--- config.mk ---
export PLATFORM = sky130hd
export DESIGN_NAME = wic_queue
export DESIGN_NICKNAME = d
export VERILOG_FILES = /design/src/rtl/wic_pkg.sv /design/src/rtl/wic_queue.sv
export VERILOG_INCLUDE_DIRS = /design/src /design/src/rtl
export SDC_FILE = /design/constraint.sdc
export NUM_CORES = 1
export LEC_CHECK = 0
export BUFFER_PORTS_ARGS = -buffer_cell sky130_fd_sc_hd__buf_2
export CELL_PAD_IN_SITES_DETAIL_PLACEMENT = 1
export CELL_PAD_IN_SITES_GLOBAL_PLACEMENT = 1
export CORE_MARGIN = 2
export CORE_UTILIZATION = 45
export CTS_BUF_LIST = sky130_fd_sc_hd__clkbuf_4 sky130_fd_sc_hd__clkbuf_8
export DETAILED_ROUTE_END_ITERATION = 8
export GPL_ROUTABILITY_DRIVEN = 0
export GPL_TIMING_DRIVEN = 0
export PLACE_DENSITY_LB_ADDON = 0.1
export REMOVE_ABC_BUFFERS = 1
export SLEW_MARGIN = 10
export SYNTH_ARGS = -nofsm -noshare
export SYNTH_HDL_FRONTEND = slang
export SYNTH_SLANG_ARGS = --single-unit
--- constraint.sdc ---
create_clock -name clk -period 5.1 [get_ports clk]
set_clock_uncertainty 0.2 [all_clocks]
set_input_delay 0.765 -clock clk [delete_from_list [all_inputs] [get_ports clk]]
set_output_delay 0.765 -clock clk [all_outputs]
set_load 0.02 [all_outputs]
--- src/rtl/assert_macros.svh ---
// Assertion helpers shared by the correlator RTL.
// Each macro expects clk and arst_n in scope.
`ifndef ASSERT_MACROS_SVH
`define ASSERT_MACROS_SVH

// Implication checked at every clock edge outside reset.
`define WIC_ASSERT_IMP(lbl, ante, cons, msg) \
	lbl: assert property (@(posedge clk) disable iff (!arst_n) (ante) |-> (cons)) \
		else $error(msg);

// Plain invariant checked at every clock edge outside reset.
`define WIC_ASSERT_ALWAYS(lbl, cond, msg) \
	`WIC_ASSERT_IMP(lbl, 1'b1, cond, msg)

`endif

--- src/rtl/wic_pkg.sv ---
// ----------------------------------------------------------------------------
// wic_pkg
// Shared types and constants of the windowed image correlator.
// ----------------------------------------------------------------------------
`default_nettype none

package wic_pkg;

	localparam int MaxWidth  = 1024;
	localparam int MaxRadius = 7;
	localparam int RingLines = 2 * MaxRadius + 1;
	localparam int ColW      = 10;
	localparam int RowW      = 16;
	localparam int LineW     = 4;
	localparam int AddrW     = LineW + ColW;
	localparam int One       = 16384;

	// window job: raster position of the pixel whose result is due
	typedef struct packed {
		logic [ColW-1:0]  col;
		logic [RowW-1:0]  row;
		logic [LineW-1:0] line;
	} job_t;

	// clamped image geometry
	typedef struct packed {
		logic [2:0]  radius;
		logic [10:0] width;
		logic [15:0] height;
	} geom_t;

	typedef enum logic [1:0] {
		REG_RADIUS = 2'd0,
		REG_WIDTH  = 2'd1,
		REG_HEIGHT = 2'd2
	} cfg_reg_t;

	typedef enum logic [2:0] {
		B_IDLE,
		B_GATHER,
		B_ACC,
		B_MUL,
		B_SEARCH,
		B_DONE
	} back_state_t;

endpackage

`default_nettype wire

--- src/rtl/wic_queue.sv ---
// ----------------------------------------------------------------------------
// wic_queue
// Two-entry job queue between the front and the back.
// ----------------------------------------------------------------------------
`default_nettype none

`include "assert_macros.svh"

module wic_queue import wic_pkg::*; (
	input  wire logic clk,
	input  wire logic arst_n,
	input  wire logic push,
	input  wire job_t push_job,
	input  wire logic pop,
	output job_t      head,
	output logic      full,
	output logic      empty
);

	job_t       ent_q [2];
	logic       wr_ptr_q;
	logic       rd_ptr_q;
	logic [1:0] cnt_q;

	assign full  = (cnt_q == 2'd2);
	assign empty = (cnt_q == 2'd0);
	assign head  = ent_q[rd_ptr_q];

	// store entries
	always_ff @(posedge clk) begin
		if (push) begin
			ent_q[wr_ptr_q] <= push_job;
		end
	end

	// move pointers and count
	always_ff @(posedge clk or negedge arst_n) begin
		if (!arst_n) begin
			wr_ptr_q <= 1'b0;
			rd_ptr_q <= 1'b0;
			cnt_q    <= 2'd0;
		end else begin
			if (push) begin
				wr_ptr_q <= !wr_ptr_q;
			end
			if (pop) begin
				rd_ptr_q <= !rd_ptr_q;
			end
			cnt_q <= cnt_q + 2'(push) - 2'(pop);
		end
	end

	`WIC_ASSERT_IMP(a_no_push_full, push, !full || pop, "job pushed into full queue")
	`WIC_ASSERT_IMP(a_no_pop_empty, pop, !empty, "job popped from empty queue")
	`WIC_ASSERT_ALWAYS(a_cnt_bound, cnt_q <= 2'd2, "queue count overrun")

endmodule

`default_nettype wire

==> results.toml <==
[status]
status = "complete, no violations"

[clock_tree]
clock_path_buffers = 2
post_cts_buffers = 0
cts_buffers = 9
cts-root-buf = "clkbuf_8"
cts.clk_slew.worst_paths_ns = 0.07
cts_tree = "built"
cts_hold_buf = 0
ctsResizeCount = 0
clock_latency_ns = 0.31
cts.sinks = 64
cts_max_level = 3

[worst_setup_path]
path_depth = 2
worstPathArrival_ns = 1.75
startpoint = "rd_ptr_q"
crit_type = "flip-flop to output port"
worst_path_dominant_cell_family = "flip-flops"
critPathRequiredTime_ns = 4.14
cp_slowest_cell = "dfrtp_2"
rr_startpoint = "wr_ptr_q"
r2r_cells = 1
slowest_delay_ns = 0.84
r2r_slack_ns = 3.42
crit_path_max_fanout = 31
endpoint_kind = "output port"
r2r_end = "ent_q[1][2]"
cp-start-kind = "flip-flop"
crit_chain = "mux2_2 -> buf_2"
path_buf_inv = 1

[die]
initial_core_util_pct = 46.4
die_y_um = 76.6
die_w_um = 76.6
core_um2 = 5110
dieArea_um2 = 5860
io_pins = 66
row_count = 26

[synth]
synth_seq_cells = 64
synth_area_um2 = 2370
yosysSeqAreaShare_pct = 80.3
yosys_warnings = 0
synthCells = 108
avgSynthCellArea_um2 = 21.9
synth_cell_types = 11

[finish]
layout-drive-gt1-share_pct = 61.5
layout_common_cells = "buf_2 (65), edfxtp_1 (60), mux2_2 (30)"
antennaDiodeCount = 0
nets = 218
fin_area_um2 = 3030
final_common_cell = "buf_2"
final_util_pct = 59.2
syn2layout_area_growth_pct = 27.7

[flow_run]
max_cap_violations = 0

[timing]
setup_violations = 0
maxSlewHeadroom_pct = 49.5
period_share_pct = 53.1
rsz0062_at_grt = "no"
finalSetupTns_ns = 0
tightest_slew_ns = 0.757
fmax_ghz = 0.369
fin_crit_ns = 2.71
slew_viol_final = 0
hold_viol = 0

[power_and_ir_drop]
peakVddDrop_uv = 395
p_leak_nw = 1.18
powerDensity_nw_per_um2 = 595

[placed_design]
hpwl_um = 2750
placedInstanceArea_um2 = 2790
portBuffers = 65

[global_routing]
antenna_found_initial = 0
grt_max_degree = 32
grt_util_all_layers_pct = 15.6
grt_pass1_vias = 1425
grt-ovfl-total = 0
grt_pass1_wl_um = 6800

[routing]
drc = 0
ant_nets = 0
wl_per_cell_um = 16.1
routed_via_density = 4.75
drt_pass1_iterations = 4
routed_wl_um = 4150
drtIter0Drc = 70
vias = 1221

[hold_path]
min_path_type = "input pin to asynchronous set/reset pin"
routing by layer:
metal,GRT usage [%],wire [µm]
met2,28.1,2220
met4,7.64,59
met1,16.4,1650
met3,4.86,220
met5,0,0
synth_stat cells (all sizes together):
library cell | instances | area [µm²]
ha | 2 | 25.0
mux2 | 30 | 338
inv | 2 | 7.51
dfrtp | 4 | 100
and2 | 1 | 6.26
xor2 | 2 | 17.5
xor3 | 1 | 23.8
nor2b | 2 | 12.5
buf | 3 | 33.8
nor2 | 1 | 3.75
edfxtp | 60 | 1800
metrics by stage:
step	instances	total power [W]	hold slack (ns)	worst slack, ns
4_1_cts	257	0.00183	0.0221	1.94
3_5_place_dp	241	0.00131	0.355	2.29
5_1_grt	257	0.00189	0.0198	2.28
6_report	257	0.00180	0.0374	2.39
3_3_place_gp	240	0.00127	0.269	1.53
2_1_floorplan	105	0.00111	0.255	2.35
sequential cells by signal, indices dropped and copies added, names as in the netlist:
| name | count |
|---|---|
| wr_ptr_q | 1 |
| cnt_q | 2 |
| ent_q | 60 |
| rd_ptr_q | 1 |
logic make-up after synthesis:
family | Yosys count | share of synthesized area [%]
mux | 30 | 14.3
fa+ha+maj | 2 | 1.06
buf+inv | 5 | 1.74
simple gates | 4 | 0.950
xor+xnor | 3 | 1.74
flops | 64 | 80.3
how the worst max path moves through the flow:
| stage | endpoint |
|---|---|
| final | head[12] |
| after global routing | head[12] |
| after CTS | head[12] |
| after detailed placement | head[12] |
| after global placement | ent_q[0][7] |
| after floorplan | ent_q[0][0] |
power by group:
part           leakage [nW]  total [W]  switching, W  internal [W]
combinational         0.452   0.000506      0.000278      0.000228
sequential            0.609   0.000782     0.0000811      0.000701
clock                 0.120   0.000511      0.000182      0.000328
total                  1.18    0.00180      0.000542       0.00126
layout make-up:
type	instances	area [µm²]
inverter	2	7.51
multi-input combinational	39	435
tap	70	87.6
clock buffer	10	131
clock inverter	6	108
sequential	64	1900
fill	487	2080
timing repair buffer	66	353
(Power assumes the default switching activity.)
