[src/rtl/assert_macros.svh]
// Assertion helpers shared by the correlator RTL.
// Each macro expects clk and arst_n in scope.
`ifndef ASSERT_MACROS_SVH
`define ASSERT_MACROS_SVH

// Implication checked at every clock edge outside reset.
`define WIC_ASSERT_IMP(lbl, ante, cons, msg) \
	lbl: assert property (@(posedge clk) disable iff (!arst_n) (ante) |-> (cons)) \
		else $error(msg);

// Plain invariant checked at every clock edge outside reset.
`define WIC_ASSERT_ALWAYS(lbl, cond, msg) \
	`WIC_ASSERT_IMP(lbl, 1'b1, cond, msg)

`endif

[src/rtl/wic_pkg.sv]
// ----------------------------------------------------------------------------
// wic_pkg
// Shared types and constants of the windowed image correlator.
// ----------------------------------------------------------------------------
`default_nettype none

package wic_pkg;

	localparam int MaxWidth  = 1024;
	localparam int MaxRadius = 7;
	localparam int RingLines = 2 * MaxRadius + 1;
	localparam int ColW      = 10;
	localparam int RowW      = 16;
	localparam int LineW     = 4;
	localparam int AddrW     = LineW + ColW;
	localparam int One       = 16384;

	// window job: raster position of the pixel whose result is due
	typedef struct packed {
		logic [ColW-1:0]  col;
		logic [RowW-1:0]  row;
		logic [LineW-1:0] line;
	} job_t;

	// clamped image geometry
	typedef struct packed {
		logic [2:0]  radius;
		logic [10:0] width;
		logic [15:0] height;
	} geom_t;

	typedef enum logic [1:0] {
		REG_RADIUS = 2'd0,
		REG_WIDTH  = 2'd1,
		REG_HEIGHT = 2'd2
	} cfg_reg_t;

	typedef enum logic [2:0] {
		B_IDLE,
		B_GATHER,
		B_ACC,
		B_MUL,
		B_SEARCH,
		B_DONE
	} back_state_t;

endpackage

`default_nettype wire

[src/rtl/wic_back.sv]
// ----------------------------------------------------------------------------
// wic_back
// Runs one window job: sums the window from the line ring, forms the
// variances and covariance on a shared 32x32 multiplier, then finds the
// rounded Q2.14 coefficient bit by bit (border: one, zero variance: zero).
// ----------------------------------------------------------------------------
`default_nettype none

`include "assert_macros.svh"

module wic_back import wic_pkg::*; (
	input  wire logic             clk,
	input  wire logic             arst_n,
	input  wire geom_t            geom,
	input  wire logic             q_empty,
	input  wire job_t             q_head,
	output logic                  q_pop,
	output logic                  gathering,
	output logic [AddrW-1:0]      rd_addr,
	input  wire logic [15:0]      rd_data,
	output logic                  out_valid,
	input  wire logic             out_stall,
	output logic signed [15:0]    correlation,
	output logic [ColW-1:0]       out_column,
	output logic [RowW-1:0]       out_row
);

	back_state_t      state_q, state_d;
	job_t             job_q;
	logic [3:0]       gx_q, gy_q;
	logic [LineW-1:0] gline_q;
	logic [ColW-1:0]  gcol0_q;
	logic             rd_vld_s1;
	logic [15:0]      s1_q, s2_q;
	logic [23:0]      s11_q, s22_q, s12_q;
	logic [3:0]       mstep_q;
	logic [63:0]      mp_q;
	logic [31:0]      t_q, v1_q, v2_q, cabs_q, odd2_q;
	logic             neg_q;
	logic [63:0]      prod_q, c2_q, lo_q;
	logic [95:0]      tot_q;
	logic [3:0]       bit_q;
	logic [2:0]       sstep_q;
	logic [14:0]      k_q;
	logic [15:0]      res_q;
	logic             ov_q;
	logic [15:0]      corr_q;
	logic [ColW-1:0]  ocol_q;
	logic [RowW-1:0]  orow_q;
	logic [31:0]      ma, mb;
	logic [3:0]       span;
	logic [7:0]       n_w;
	logic             border;
	logic [4:0]       lstart;
	logic [32:0]      c_w;
	logic [14:0]      cand;
	logic [15:0]      odd;
	logic             hit;
	logic [14:0]      k_next;
	logic             load_out;
	logic [7:0]       pa, pb;

	assign span   = {geom.radius, 1'b0};
	assign n_w    = 8'(span + 4'd1) * 8'(span + 4'd1);
	assign border = (q_head.col < ColW'(geom.radius))
		|| ((11'(q_head.col) + 11'(geom.radius)) >= geom.width)
		|| (q_head.row < RowW'(geom.radius))
		|| ((17'(q_head.row) + 17'(geom.radius)) >= {1'b0, geom.height});
	assign lstart = 5'(q_head.line) + 5'(RingLines) - 5'(geom.radius);

	assign q_pop     = (state_q == B_IDLE) && !q_empty;
	assign gathering = (state_q == B_GATHER);
	assign rd_addr   = {gline_q, gcol0_q + ColW'(gx_q)};
	assign pa        = rd_data[15:8];
	assign pb        = rd_data[7:0];

	assign c_w    = {1'b0, t_q} - {1'b0, mp_q[31:0]};
	assign cand   = k_q | (15'd1 << bit_q);
	assign odd    = {cand, 1'b0} - 16'd1;
	assign hit    = (tot_q <= {2'b0, c2_q, 30'b0}) && (cand <= 15'(One));
	assign k_next = hit ? cand : k_q;
	assign load_out = (state_q == B_DONE) && (!ov_q || !out_stall);

	// next state
	always_comb begin
		state_d = state_q;
		case (state_q)
			B_IDLE:   if (!q_empty) state_d = border ? B_DONE : B_GATHER;
			B_GATHER: if (gx_q == span && gy_q == span) state_d = B_ACC;
			B_ACC:    state_d = B_MUL;
			B_MUL: begin
				if (mstep_q == 4'd8) begin
					state_d = (v1_q == '0 || v2_q == '0) ? B_DONE : B_SEARCH;
				end
			end
			B_SEARCH: if (sstep_q == 3'd4 && bit_q == '0) state_d = B_DONE;
			B_DONE:   if (load_out) state_d = B_IDLE;
			default:  state_d = B_IDLE;
		endcase
	end

	// multiplier operand select
	always_comb begin
		ma = '0;
		mb = '0;
		if (state_q == B_MUL) begin
			case (mstep_q)
				4'd0: begin ma = 32'(n_w);  mb = 32'(s11_q); end
				4'd1: begin ma = 32'(s1_q); mb = 32'(s1_q);  end
				4'd2: begin ma = 32'(n_w);  mb = 32'(s22_q); end
				4'd3: begin ma = 32'(s2_q); mb = 32'(s2_q);  end
				4'd4: begin ma = 32'(n_w);  mb = 32'(s12_q); end
				4'd5: begin ma = 32'(s1_q); mb = 32'(s2_q);  end
				4'd6: begin ma = v1_q;      mb = v2_q;       end
				4'd7: begin ma = cabs_q;    mb = cabs_q;     end
				default: ;
			endcase
		end else if (state_q == B_SEARCH) begin
			case (sstep_q)
				3'd0: begin ma = 32'(odd);      mb = 32'(odd);      end
				3'd1: begin ma = mp_q[31:0];    mb = prod_q[31:0];  end
				3'd2: begin ma = odd2_q;        mb = prod_q[63:32]; end
				default: ;
			endcase
		end
	end

	// state register
	always_ff @(posedge clk or negedge arst_n) begin
		if (!arst_n) begin
			state_q <= B_IDLE;
		end else begin
			state_q <= state_d;
		end
	end

	// sequencing counters
	always_ff @(posedge clk or negedge arst_n) begin
		if (!arst_n) begin
			gx_q      <= '0;
			gy_q      <= '0;
			mstep_q   <= '0;
			sstep_q   <= '0;
			bit_q     <= '0;
			rd_vld_s1 <= 1'b0;
		end else begin
			rd_vld_s1 <= (state_q == B_GATHER);
			case (state_q)
				B_IDLE: begin
					gx_q    <= '0;
					gy_q    <= '0;
					mstep_q <= '0;
				end
				B_GATHER: begin
					if (gx_q == span) begin
						gx_q <= '0;
						gy_q <= gy_q + 4'd1;
					end else begin
						gx_q <= gx_q + 4'd1;
					end
				end
				B_MUL: begin
					mstep_q <= mstep_q + 4'd1;
					sstep_q <= '0;
					bit_q   <= 4'd14;
				end
				B_SEARCH: begin
					if (sstep_q == 3'd4) begin
						sstep_q <= '0;
						bit_q   <= bit_q - 4'd1;
					end else begin
						sstep_q <= sstep_q + 3'd1;
					end
				end
				default: ;
			endcase
		end
	end

	// datapath: window sums, products and search
	always_ff @(posedge clk) begin
		mp_q <= ma * mb;
		if (q_pop) begin
			job_q   <= q_head;
			gline_q <= (lstart >= 5'(RingLines)) ? LineW'(lstart - 5'(RingLines))
				: LineW'(lstart);
			gcol0_q <= q_head.col - ColW'(geom.radius);
			s1_q    <= '0;
			s2_q    <= '0;
			s11_q   <= '0;
			s22_q   <= '0;
			s12_q   <= '0;
			res_q   <= 16'(One);
		end
		if (state_q == B_GATHER && gx_q == span) begin
			gline_q <= (gline_q == LineW'(RingLines - 1)) ? '0 : gline_q + 4'd1;
		end
		if (rd_vld_s1) begin
			s1_q  <= s1_q + 16'(pa);
			s2_q  <= s2_q + 16'(pb);
			s11_q <= s11_q + 24'({8'd0, pa} * {8'd0, pa});
			s22_q <= s22_q + 24'({8'd0, pb} * {8'd0, pb});
			s12_q <= s12_q + 24'({8'd0, pa} * {8'd0, pb});
		end
		if (state_q == B_MUL) begin
			case (mstep_q)
				4'd1, 4'd3, 4'd5: t_q <= mp_q[31:0];
				4'd2: v1_q <= t_q - mp_q[31:0];
				4'd4: v2_q <= t_q - mp_q[31:0];
				4'd6: begin
					neg_q  <= c_w[32];
					cabs_q <= c_w[32] ? 32'(-c_w) : c_w[31:0];
				end
				4'd7: prod_q <= mp_q;
				4'd8: begin
					c2_q  <= mp_q;
					k_q   <= '0;
					res_q <= '0;
				end
				default: ;
			endcase
		end
		if (state_q == B_SEARCH) begin
			case (sstep_q)
				3'd1: odd2_q <= mp_q[31:0];
				3'd2: lo_q <= mp_q;
				3'd3: tot_q <= {mp_q, 32'b0} + 96'(lo_q);
				3'd4: begin
					k_q   <= k_next;
					res_q <= neg_q ? (16'd0 - 16'(k_next)) : 16'(k_next);
				end
				default: ;
			endcase
		end
	end

	// output register
	always_ff @(posedge clk or negedge arst_n) begin
		if (!arst_n) begin
			ov_q <= 1'b0;
		end else if (load_out) begin
			ov_q <= 1'b1;
		end else if (!out_stall) begin
			ov_q <= 1'b0;
		end
	end

	always_ff @(posedge clk) begin
		if (load_out) begin
			corr_q <= res_q;
			ocol_q <= job_q.col;
			orow_q <= job_q.row;
		end
	end

	assign out_valid   = ov_q;
	assign correlation = $signed(corr_q);
	assign out_column  = ocol_q;
	assign out_row     = orow_q;

	`WIC_ASSERT_IMP(a_corr_range, ov_q,
		($signed(corr_q) <= 16'sd16384) && ($signed(corr_q) >= -16'sd16384),
		"correlation outside Q2.14 unit range")
	`WIC_ASSERT_IMP(a_k_bound, state_q == B_SEARCH, k_q <= 15'(One),
		"search estimate above one")
	`WIC_ASSERT_IMP(a_read_drained, state_q == B_MUL, !rd_vld_s1,
		"window read still in flight during arithmetic")

endmodule

`default_nettype wire

[config.mk]
export PLATFORM = sky130hd
export DESIGN_NAME = wic_back
export DESIGN_NICKNAME = d
export VERILOG_FILES = /design/src/rtl/wic_pkg.sv /design/src/rtl/wic_back.sv
export VERILOG_INCLUDE_DIRS = /design/src /design/src/rtl
export SDC_FILE = /design/constraint.sdc
export NUM_CORES = 2
export LEC_CHECK = 0
export BUFFER_PORTS_ARGS = -buffer_cell sky130_fd_sc_hd__buf_2
export CAP_MARGIN = 20
export CORE_UTILIZATION = 40
export DETAILED_ROUTE_END_ITERATION = 12
export PLACE_DENSITY = 0.66
export SETUP_SLACK_MARGIN = 0.1
export SLEW_MARGIN = 20
export SYNTH_ARGS = -nofsm -noshare
export SYNTH_HDL_FRONTEND = slang
export SYNTH_SLANG_ARGS = --single-unit
export TNS_END_PERCENT = 5
[constraint.sdc]
create_clock -name clk -period 14.8 [get_ports clk]
set_input_delay 2.96 -clock clk [delete_from_list [all_inputs] [get_ports clk]]
set_output_delay 2.96 -clock clk [all_outputs]
set_load 0.03 [all_outputs]
==> qor.csv <==
stage,metric,value,unit
clock_tree,cts_tree,done,
global_route,grtUsageTotal,25.8,%
clock_tree,clk_latency,0.74,ns
clock_tree,h-tree-depth,3,
critical_path,worst_ep_required_time,15.42,ns
layout,layout_commonest_cell,inv_1,
clock_tree,clkTransAtPathRegs,0.07,ns
place,dp_cells,10100,
timing,fmax,73.8,MHz
place,gp_congestion,1.02,
clock_tree,cts-resized-gates,0,
global_route,grt_overflow,0,
timing,finalSetupViolations,0,
power,switching_share,47.3,%
worst_hold_path,whs_path_depth,0,
critical_path,critPathLaunch,geom[29],
timing,tightest_slew,1.20,ns
layout,fillers,17700,
clock_tree,cts_setup_buffers,0,
timing,rsz0062_at_grt,no,
timing,min_period,13.54,ns
floorplan,die_w,438,um
place,dp_hpwl,192,mm
floorplan,initial_core_util,40.4,%
global_route,grt_pass1_wl,373,mm
power,pwr-share-comb,53.9,%
power,internal-power,6.30,mW
floorplan,rows,159,
timing,finClkSkew,0.0604,ns
power,power_density,143,nW/um^2
clock_tree,hold_buffers,0,
logic_synthesis,ys_seq_area_share,28.3,%
detailed_routing,ant_nets,0,
timing,max_slew_margin,20.3,%
place,io_buffer_count,138,
global_route,grt_max_degree,67,
layout,multiInputGateArea,48300,um^2
layout,syn2layout_area_growth,9.72,%
critical_path,crit_path_frequent_cell,fa_1,
layout,mostFrequentLayoutCells,"1,427 x inv_1, 1,034 x fa_1, 828 x nand2_1",
clock_tree,clockRootBuffer,clkbuf_16,
floorplan,die_y,438,um
worst_hold_path,hp-class,reg2reg,
detailed_routing,wl_per_cell,23.9,um
floorplan,num_io_pins,139,
detailed_routing,drc_errors,0,
logic_synthesis,yosys_warnings,0,
critical_path,max_stage_delay,0.65,ns
worst_hold_path,worst_hold_startpoint,lo_q[27]$_DFFE_PP_,
layout,fin_util,44.3,%
status,status,"complete, no violations",
place,placed_area,80500,um^2
global_route,antenna_found_initial,7,
logic_synthesis,synthCells,7645,
critical_path,worstSetupPathType,in2reg,
layout,instances_no_fill,10300,
logic_synthesis,syn_area,76100,um^2
timing,setup_tns,0,ns
timing,hold_violations,0,
layout,final_area,83600,um^2
critical_path,reg2reg_from,bit_q[0]$_DFFE_PN0P_,
logic_synthesis,synth-async-reset-ratio,3.18,%
power,seqPwrFrac,26.7,%
critical_path,path_max_fanout,12,
layout,nNetsFinal,9456,
logic_synthesis,synth_cell_type_count,81,
critical_path,cp-end-kind,register,
floorplan,core_area,188000,um^2
global_route,grt_pass1_vias,58900,
timing,finalCritPeriodShare,91.5,%
detailed_routing,dr.first_iter.drc_count,5862,
detailed_routing,drtPass1Iterations,9,
job,max-cap-violations,0,
clock_tree,clock-sinks,754,
floorplan,die_area,192000,um^2
power,leakagePower,37.8,nW
logic_synthesis,ys_seq_elements,754,
critical_path,worstSetupStartpointType,input pin,
logic_synthesis,syn_avg_cell_area,9.96,um^2
power,clockPowerShare,19.4,%
critical_path,cp.arrival,14.17,ns
logic_synthesis,synth_edf_count,635,
timing,slew_viol_final,0,
critical_path,ff2ff_path_depth,37,
detailed_routing,wl,247,mm
layout,drive_gt1_share,7.26,%
power,p_switching,5.65,mW
detailed_routing,route.vias.total,57600,
clock_tree,numCtsBuffers,89,
logic_synthesis,synthesis.nets,9365,
critical_path,slowest_stage,o41ai_1,
logic_synthesis,synthFlopType,edfxtp_1,
layout,seqCellArea,21600,um^2
power,vdd_drop_max,0.000129,V
clock_tree,clock_path_buffers,3,
detailed_routing,vias_per_cell,5.59,
power by group through the flow:
| stage | combinational, mW | sequential (mW) | clock, mW |
|---|---|---|---|
| 5_1_grt | 6.95 | 3.22 | 2.43 |
| 6_report | 6.43 | 3.19 | 2.32 |
| 4_1_cts | 6.27 | 3.18 | 2.36 |
| 3_5_place_dp | 6.22 | 3.22 | 0 |
| 2_1_floorplan | 3.98 | 3.21 | 0 |
| 3_3_place_gp | 6.09 | 3.21 | 0 |
worst paths after layout:
check / endpoint / slack, ns
setup / recovery: mp_q[63]$_DFF_P_ / 1.26
hold / removal: tot_q[27]$_DFFE_PP_ / 0.41
setup reg to reg: mp_q[63]$_DFF_P_ / 1.59
hold reg to reg: tot_q[27]$_DFFE_PP_ / 0.41
max in group asynchronous: rd_vld_s1$_DFF_PN0_ / 12.18
min in group asynchronous: sstep_q[2]$_DFFE_PN0N_ / 2.20
flip-flops by register name (all words and copies together), names as in the netlist, 24 cells and up:
name    count
v2_q       32
s22_q      24
job_q      26
tot_q      96
prod_q     64
mp_q       64
odd2_q     32
cabs_q     32
t_q        32
s11_q      24
s12_q      24
c2_q       64
lo_q       64
v1_q       32
kinds of logic (layout without fill, tap and decap cells):
family	after synthesis	count (layout)	share of synthesized area (%)
buffers and inverters	1757	1922	8.68
xor gates and xnor gates	320	320	3.70
AOI/OAI and AO/OA	1051	1051	9.47
and+or+nand+nor	2112	2112	12.5
adders and majority gates	1640	1640	37.1
other	0	6	0
DFF	754	754	28.3
muxes	11	11	0.146
worst max-delay path, delay by kind of cell:
| kind | cells | cell delay, ns |
|---|---|---|
| adder cells (fa/ha/maj) | 12 | 5.20 |
| AO/OA/AOI/OAI | 11 | 3.70 |
| buffers and inverters | 9 | 1.14 |
| AND/OR/NAND/NOR | 5 | 0.72 |
| XOR/XNOR | 3 | 0.42 |
synth_stat cells (all sizes together) (11+ instances only):
cell type | number | area [um^2]
clkbuf | 302 | 1130
o211ai | 14 | 105
nor2b | 63 | 394
o21ai | 143 | 716
nand2b | 48 | 300
fa | 1034 | 20700
xor2 | 118 | 1030
ha | 606 | 7580
nor3b | 23 | 173
nand3 | 83 | 415
or3 | 17 | 106
o31ai | 20 | 155
a211oi | 26 | 200
nor4 | 39 | 280
a22o | 11 | 96.3
a221oi | 51 | 447
dfxtp | 95 | 1900
buf | 26 | 110
a22oi | 103 | 773
and4 | 14 | 123
o22ai | 60 | 375
o21a | 38 | 285
a21oi | 235 | 1180
inv | 1429 | 5360
edfxtp | 635 | 19100
xnor2 | 201 | 1760
a31oi | 33 | 206
and3 | 66 | 413
a41oi | 16 | 140
a222oi | 32 | 320
nor3 | 67 | 345
dfrtp | 24 | 601
a21o | 116 | 871
o22a | 49 | 429
or2 | 19 | 119
or4 | 13 | 101
nand4 | 49 | 307
nand2 | 829 | 3110
nor2 | 622 | 2340
and2 | 147 | 920
o21bai | 31 | 233
through the flow:
step	hold slack [ns]	power (mW)	worst slack, ns
2_1_floorplan	0.400	7.19	2.40
3_3_place_gp	0.400	9.30	0.876
3_5_place_dp	0.405	9.44	0.693
4_1_cts	0.417	11.8	1.42
5_1_grt	0.413	12.6	0.818
6_report	0.412	11.9	1.26
area by class of cell:
type                       count  share of cell area, %
clock inverter                58                  0.773
antenna                        6                 0.0180
clock buffer                 107                   2.88
inverter                    1429                   6.42
timing repair buffer         328                   2.55
sequential                   754                   25.8
multi-input combinational   5134                   57.8
tap                         2495                   3.74
metal layers:
layer	share of wire, %	vias up	GRT usage, %
li1	-	25000	-
met4	6.5	8	14.3
met1	39	28900	33.4
met5	0.023	-	0.0496
met3	11	689	7.20
met2	43	3035	39.0
Note: power is estimated with default switching activity, not from simulation.
